### config.mk
export PLATFORM = sky130hd
export DESIGN_NAME = crc8_frame_sync_receiver
export DESIGN_NICKNAME = d
export VERILOG_FILES = /design/src/rtl/crc8fsr_pkg.sv /design/src/rtl/crc8_frame_sync_receiver.sv
export VERILOG_INCLUDE_DIRS = /design/src /design/src/rtl
export SDC_FILE = /design/constraint.sdc
export NUM_CORES = 1
export LEC_CHECK = 0
export ABC_AREA = 1
export BUFFER_PORTS_ARGS = -buffer_cell sky130_fd_sc_hd__buf_2
export CAP_MARGIN = 5
export CORE_UTILIZATION = 55
export DETAILED_ROUTE_END_ITERATION = 10
export PLACE_DENSITY_LB_ADDON = 0.1
export SLEW_MARGIN = 0
export SYNTH_ARGS = -nofsm -noshare
export SYNTH_HDL_FRONTEND = slang
export SYNTH_SLANG_ARGS = --single-unit
### constraint.sdc
create_clock -name clk_i -period 2.55 [get_ports clk_i]
set_input_delay 0 -clock clk_i [delete_from_list [all_inputs] [get_ports clk_i]]
set_output_delay 0 -clock clk_i [all_outputs]
set_load 0.02 [all_outputs]
### src/rtl/crc8_frame_sync_receiver_assert.svh
// Assertion macros for the CRC-8 frame receiver.
// Both sample on the rising edge of clk_i and are disabled while rst_ni is low.
`ifndef CRC8_FRAME_SYNC_RECEIVER_ASSERT_SVH
`define CRC8_FRAME_SYNC_RECEIVER_ASSERT_SVH

// Same-cycle implication.
`define CRC8FSR_ASSERT_NOW(lbl, ante, cons, msg) \
  lbl: assert property (@(posedge clk_i) disable iff (!rst_ni) (ante) |-> (cons)) \
    else $error(msg);

// Next-cycle implication.
`define CRC8FSR_ASSERT_NEXT(lbl, ante, cons, msg) \
  lbl: assert property (@(posedge clk_i) disable iff (!rst_ni) (ante) |=> (cons)) \
    else $error(msg);

`endif

### src/rtl/crc8fsr_pkg.sv
`timescale 1ns / 1ps
package crc8fsr_pkg;

  // CRC-8, polynomial 0x07, MSB first
  localparam logic [7:0] CrcPoly = 8'h07;
  localparam logic [7:0] CrcTop  = 8'h80;
  localparam logic [7:0] CrcInit = 8'h00;

  typedef enum logic [2:0] {
    ST_IDLE,
    ST_CRC,
    ST_CHECK,
    ST_SCAN,
    ST_EMIT
  } state_e;

  // Folds one byte into the running CRC: eight bit steps.
  function automatic logic [7:0] crc8_byte(input logic [7:0] crc_in, input logic [7:0] data);
    logic [7:0] c;
    c = crc_in ^ data;
    for (int b = 0; b < 8; b++) begin
      if ((c & CrcTop) != 8'h00) begin
        c = (c << 1) ^ CrcPoly;
      end else begin
        c = c << 1;
      end
    end
    return c;
  endfunction

endpackage

### src/rtl/crc8_frame_sync_receiver.sv
`timescale 1ns / 1ps
`include "crc8_frame_sync_receiver_assert.svh"
// Byte-stream frame receiver. Bytes are taken one per beat while the input is
// not stalled; while no frame is open, every byte but start_byte is dropped.
// FRAME_BYTES bytes make a frame, whose last byte must equal CRC-8 (poly 0x07,
// init 0, MSB first) over the others. The completing byte stalls the input
// while one read port of the frame store is walked by a small sequencer: a CRC
// pass over all bytes but the last (one byte per cycle), a check state, then
// either FRAME_BYTES output beats (plus any output stall) or a resync search
// of the later stored bytes for the next start byte. The store is a ring with
// a base pointer, so realigning after a failed check moves no data.
// start_byte may only be written while the block is idle.
module crc8_frame_sync_receiver #(
  parameter int FRAME_BYTES = 8
) (
  input  logic       clk_i,
  input  logic       rst_ni,
  input  logic       cfg_we_i,
  input  logic [7:0] cfg_wdata_i,
  input  logic       in_valid_i,
  output logic       in_stall_o,
  input  logic [7:0] rx_byte_i,
  output logic       out_valid_o,
  input  logic       out_stall_i,
  output logic [7:0] frame_byte_o,
  output logic       frame_end_o
);
  import crc8fsr_pkg::*;

  localparam int IdxW = (FRAME_BYTES > 1) ? $clog2(FRAME_BYTES) : 1;
  localparam int CntW = $clog2(FRAME_BYTES + 1);
  localparam logic [IdxW-1:0] LastIdx  = IdxW'(FRAME_BYTES - 1);
  localparam logic [IdxW-1:0] CrcLast  = IdxW'(FRAME_BYTES - 2);
  localparam logic [CntW-1:0] FullCnt  = CntW'(FRAME_BYTES);
  localparam logic [IdxW:0]   DepthExt = (IdxW + 1)'(FRAME_BYTES);

  // ring index: base plus offset, folded once
  function automatic logic [IdxW-1:0] wrap(input logic [IdxW-1:0] base,
                                           input logic [IdxW-1:0] off);
    logic [IdxW:0] sum;
    sum = {1'b0, base} + {1'b0, off};
    if (sum >= DepthExt) begin
      sum = sum - DepthExt;
    end
    return sum[IdxW-1:0];
  endfunction

  state_e          state_q, state_d;
  logic [CntW-1:0] fill_q, fill_d;
  logic [IdxW-1:0] base_q, base_d;
  logic [IdxW-1:0] k_q, k_d;
  logic [7:0]      crc_q, crc_d;
  logic [7:0]      start_q;
  logic [7:0]      store_q [FRAME_BYTES];

  logic [7:0]      out_byte_q, out_byte_d;
  logic            out_end_q, out_end_d;
  logic            out_valid_q, out_valid_d;

  logic            in_acc;
  logic            keep_byte;
  logic            frame_full;
  logic [IdxW-1:0] wr_idx;
  logic [IdxW-1:0] rd_idx;
  logic [7:0]      rd_byte;
  logic            out_free;

  assign in_stall_o = (state_q != ST_IDLE);
  assign in_acc     = in_valid_i && !in_stall_o;
  assign keep_byte  = (fill_q != '0) || (rx_byte_i == start_q);
  assign frame_full = in_acc && keep_byte && (fill_q == FullCnt - CntW'(1));
  assign wr_idx     = wrap(base_q, fill_q[IdxW-1:0]);
  assign rd_idx     = wrap(base_q, k_q);
  assign rd_byte    = store_q[rd_idx];
  assign out_free   = !out_valid_q || !out_stall_i;

  // configuration register
  always_ff @(posedge clk_i or negedge rst_ni) begin
    if (!rst_ni) begin
      start_q <= 8'h00;
    end else if (cfg_we_i) begin
      start_q <= cfg_wdata_i;
    end
  end

  // frame store, no reset: only entries below the fill count are read
  always_ff @(posedge clk_i) begin
    if (in_acc && keep_byte) begin
      store_q[wr_idx] <= rx_byte_i;
    end
  end

  // sequencer
  always_comb begin
    state_d     = state_q;
    fill_d      = fill_q;
    base_d      = base_q;
    k_d         = k_q;
    crc_d       = crc_q;
    out_byte_d  = out_byte_q;
    out_end_d   = out_end_q;
    out_valid_d = out_valid_q && out_stall_i;

    unique case (state_q)
      ST_IDLE: begin
        if (in_acc && keep_byte) begin
          fill_d = fill_q + CntW'(1);
        end
        if (frame_full) begin
          // frame complete: walk the CRC from the oldest byte
          state_d = ST_CRC;
          k_d     = '0;
          crc_d   = CrcInit;
        end
      end
      ST_CRC: begin
        crc_d = crc8_byte(crc_q, rd_byte);
        k_d   = k_q + IdxW'(1);
        if (k_q == CrcLast) begin
          state_d = ST_CHECK;
        end
      end
      ST_CHECK: begin
        if (crc_q == rd_byte) begin
          state_d = ST_EMIT;
          k_d     = '0;
        end else begin
          state_d = ST_SCAN;
          k_d     = IdxW'(1);
        end
      end
      ST_SCAN: begin
        if (rd_byte == start_q) begin
          base_d  = rd_idx;
          fill_d  = FullCnt - CntW'(k_q);
          state_d = ST_IDLE;
        end else if (k_q == LastIdx) begin
          fill_d  = '0;
          state_d = ST_IDLE;
        end else begin
          k_d = k_q + IdxW'(1);
        end
      end
      ST_EMIT: begin
        if (out_free) begin
          out_byte_d  = rd_byte;
          out_end_d   = (k_q == LastIdx);
          out_valid_d = 1'b1;
          if (k_q == LastIdx) begin
            fill_d  = '0;
            state_d = ST_IDLE;
          end else begin
            k_d = k_q + IdxW'(1);
          end
        end
      end
      default: begin
        state_d = ST_IDLE;
      end
    endcase
  end

  // control registers
  always_ff @(posedge clk_i or negedge rst_ni) begin
    if (!rst_ni) begin
      state_q     <= ST_IDLE;
      fill_q      <= '0;
      base_q      <= '0;
      k_q         <= '0;
      out_valid_q <= 1'b0;
    end else begin
      state_q     <= state_d;
      fill_q      <= fill_d;
      base_q      <= base_d;
      k_q         <= k_d;
      out_valid_q <= out_valid_d;
    end
  end

  // datapath registers
  always_ff @(posedge clk_i) begin
    crc_q      <= crc_d;
    out_byte_q <= out_byte_d;
    out_end_q  <= out_end_d;
  end

  assign out_valid_o  = out_valid_q;
  assign frame_byte_o = out_byte_q;
  assign frame_end_o  = out_end_q;

  // checks
  `CRC8FSR_ASSERT_NOW(a_fill_below_full, state_q == ST_IDLE, fill_q < FullCnt, "full while idle")
  `CRC8FSR_ASSERT_NEXT(a_full_crc, frame_full, state_q == ST_CRC && k_q == '0, "no CRC walk")
  `CRC8FSR_ASSERT_NEXT(a_chk, state_q == ST_CHECK, state_q==ST_EMIT || state_q==ST_SCAN, "stuck")

endmodule
==> metrics <==
Avg Synthesized Cell Area 8.79 um^2; Synth cell types 34; Max IR drop VDD 0.688 mV; Period Utilization, post-route 1.10; CP max-delay cell fa_2; critical path class reg -> reg; DRT Wirelength 13,600 um; DIE AREA 0.0107 mm^2; Core Area 0.00986 mm^2; ant diodes 0; antenna-violating nets left 0; fmax 357 MHz; P_leak 3.35 nW; worst-path fanout max 5; Synth area leaders edfxtp_1 (43%), nand2_1 (13%), dfrtp_1 (9.8%); design area 0.00722 mm^2; Final setup viols 21; Die W 103 um; Pwr Total 0.00943 W; CTS buffer count 9; Synth-to-Final Area Change 28.0%; Req. time, crit path 2.69 ns; vias in the first global route 4,319; M3 GR Usage 0.0336; status finished, violations left; grt ovf 0; initial core utilization 0.572; Fin. Hold Viols 0; critical-path cell list ha_2, inv_2, fa_2, inv_4, buf_6, nor2_4, nand2_2, nand2_2, nand2_2, nand2_4, buf_4, xor2_2, nand2_1, nand3_1, nand2_2, o21ai_1, nor2_1; Fillers 718; slack of the critical path -0.252 ns; placed cell areas 0.00630 mm^2; HPWL Detailed 9490 um; Mapped Cells 642; cell mode on critical path nand2_2; Slowest Stage Delay on Critical Path 0.60 ns; Min Hold Slack 0.00976 ns; synthesized area 0.00564 mm^2; via count 4,615; Rows 36; met2 usage in global routing 0.463; Ys Warns 0; initial DRC count 257; Seq/Total Area, Yosys 0.529; # IOs 32; drt first pass iters 7; share of cells above drive strength 1 0.312; critical path arrival 2.95 ns; CP bufs+invs 4; CTS tree yes; routability cong. 0.876; crit-path leading delay family adder cells; Die Y 103 um; Most Crowded Layer GR met2; min Tclk post-route 2.80 ns; Reg clk slew, reported paths 0.10 ns; M1 GR Usage 0.347; Synthesized Nets 676; Bufs on Longest Clock Path 2; nets 791; top cell type's share of synthesized area 0.431; post-layout util 0.732; H-tree depth 3; Slew HR 0.573; Worst Tran Pin Value 0.638 ns; PD cells 1310 mW/mm^2; initial antenna violation count 0; first-pass GRT wire length 20,900 um; clock tree sinks 103; Layout Skew 0.00812 ns; WL per Instance 15.2 um; via/cell ratio 5.16; PortBufs 31; max-cap violations 0; CP Launch Type register; # DRC 0; Seq cells post-synth 103; clock latency on the worst-skew pair 0.38 ns; Setup crit end kind register; Root Driver clkbuf_8; Hold Path Class in -> reg; pin count of the biggest net entering global routing 27; max-slew violation count 0; GRT Util Overall 0.266; failing checks negative setup slack; dominant cell type by area after synthesis edfxtp_1; RSZ-0062 raised after global routing true
area by class of cell:
| type | instances | area, um^2 | area share |
|---|---|---|---|
| clock buffer | 9 | 124 | 0.0172 |
| sequential | 103 | 2980 | 0.413 |
| inverter | 94 | 355 | 0.0492 |
| tap | 133 | 166 | 0.0230 |
| clock inverter | 7 | 56.3 | 0.00780 |
| multi-input combinational | 430 | 2590 | 0.358 |
| timing repair buffer | 119 | 950 | 0.132 |
path summary, 6_finish.rpt:
| check | from | endpoint | slack (ns) | cells after the start |
|---|---|---|---|---|
| max | base_q[0] | crc_q[2] | -0.25 | 17 |
| min | cfg_we_i | start_q[0] | 0.01 | 3 |
| max reg2reg | base_q[0] | crc_q[2] | -0.25 | 17 |
| min reg2reg | out_valid_o | out_valid_o | 0.58 | 2 |
| max in group asynchronous | rst_ni | k_q[1] | 2.05 | 2 |
| min in group asynchronous | rst_ni | start_q[2] | 0.12 | 2 |
power breakdown:
part           total [W]  switching (W)  internal [W]  leakage, nW
clock network   0.000978       0.000609      0.000369       0.0911
logic            0.00605        0.00333       0.00272         2.25
registers        0.00240       0.000215       0.00218         1.01
worst reg2reg max path, delay by kind of cell (launching register included):
family                     cells  cell delay, ns
AOI/OAI and AO/OA              1            0.12
DFF                            1            0.36
buffers and inverters          4            0.39
and+or+nand+nor                9            0.78
xor gates and xnor gates       1            0.16
adders and majority gates      2            0.78
placed cells by master, fill, tap and decap left out, drive strengths merged:
cell type    instances
nand2              227
buf                101
inv                 97
edfxtp              81
nand3               63
nor2                52
dfrtp               22
o21ai               22
dlygate4sd3         18
a21oi               13
ha                  11
xnor2               11
or2                  9
clkbuf               9
xor2                 9
clkinv               3
nor3b                2
a22oi                2
nor3                 2
fa                   2
nand4                1
and3                 1
o22ai                1
a31oi                1
a211oi               1
clkinvlp             1
flip-flops by register name (all words and copies together) (netlist names), 3 cells and up:
register / cells
state_q: 3
start_q: 8
frame_byte_o: 8
k_q: 3
crc_q: 8
base_q: 3
store_q: 64
fill_q: 4
cell usage after synthesis:
cell,n
inv_1,90
nand2_2,19
nand4_1,1
o22ai_1,1
buf_12,1
and3_1,1
nor3_1,2
o21ai_1,3
nor2_8,2
xor2_1,8
dfrtp_1,22
or2_2,9
o21ai_0,19
xnor2_2,2
nor2_1,50
buf_6,2
nand3_4,2
nand2_1,201
a21oi_1,13
xnor2_1,9
buf_4,3
edfxtp_1,81
a31oi_1,1
clkbuf_1,4
nor3b_1,2
a211oi_1,1
nand3_1,61
fa_1,2
inv_2,4
xor2_2,1
buf_2,5
nand2_4,7
a22oi_1,2
ha_1,11
what timing repair did:
item	CTS	global route
setup buffers	9	13
pin swaps	4	29
gates resized for setup	27	81
endpoints found under the setup margin	21	21
hold buffers	18	0
endpoints found under the hold margin	95	0
stage by stage:
step,instances,setup slack (ns),setup TNS (ns)
after floorplan,642,-0.0442,-0.109
after global placement,840,-0.248,-3.80
after detailed placement,840,-0.320,-5.23
after CTS,883,-0.241,-3.45
after global routing,895,-0.419,-7.16
final,895,-0.252,-3.87
logic make-up after synthesis:
| family | after synthesis | share of synthesized area |
|---|---|---|
| AND/OR/NAND/NOR | 357 | 0.286 |
| buffers and inverters | 109 | 0.0812 |
| flip-flops | 103 | 0.529 |
| AO/OA/AOI/OAI | 40 | 0.0373 |
| XOR/XNOR | 20 | 0.0351 |
| adder cells (fa/ha/maj) | 13 | 0.0315 |
per-layer routing:
layer / vias to the layer above / wire (um)
met5: - / 0
met4: 0 / 283
met3: 23 / 651
met2: 143 / 6820
met1: 2183 / 5830
li1: 2266 / -
Note: power is estimated with default switching activity, not from simulation.
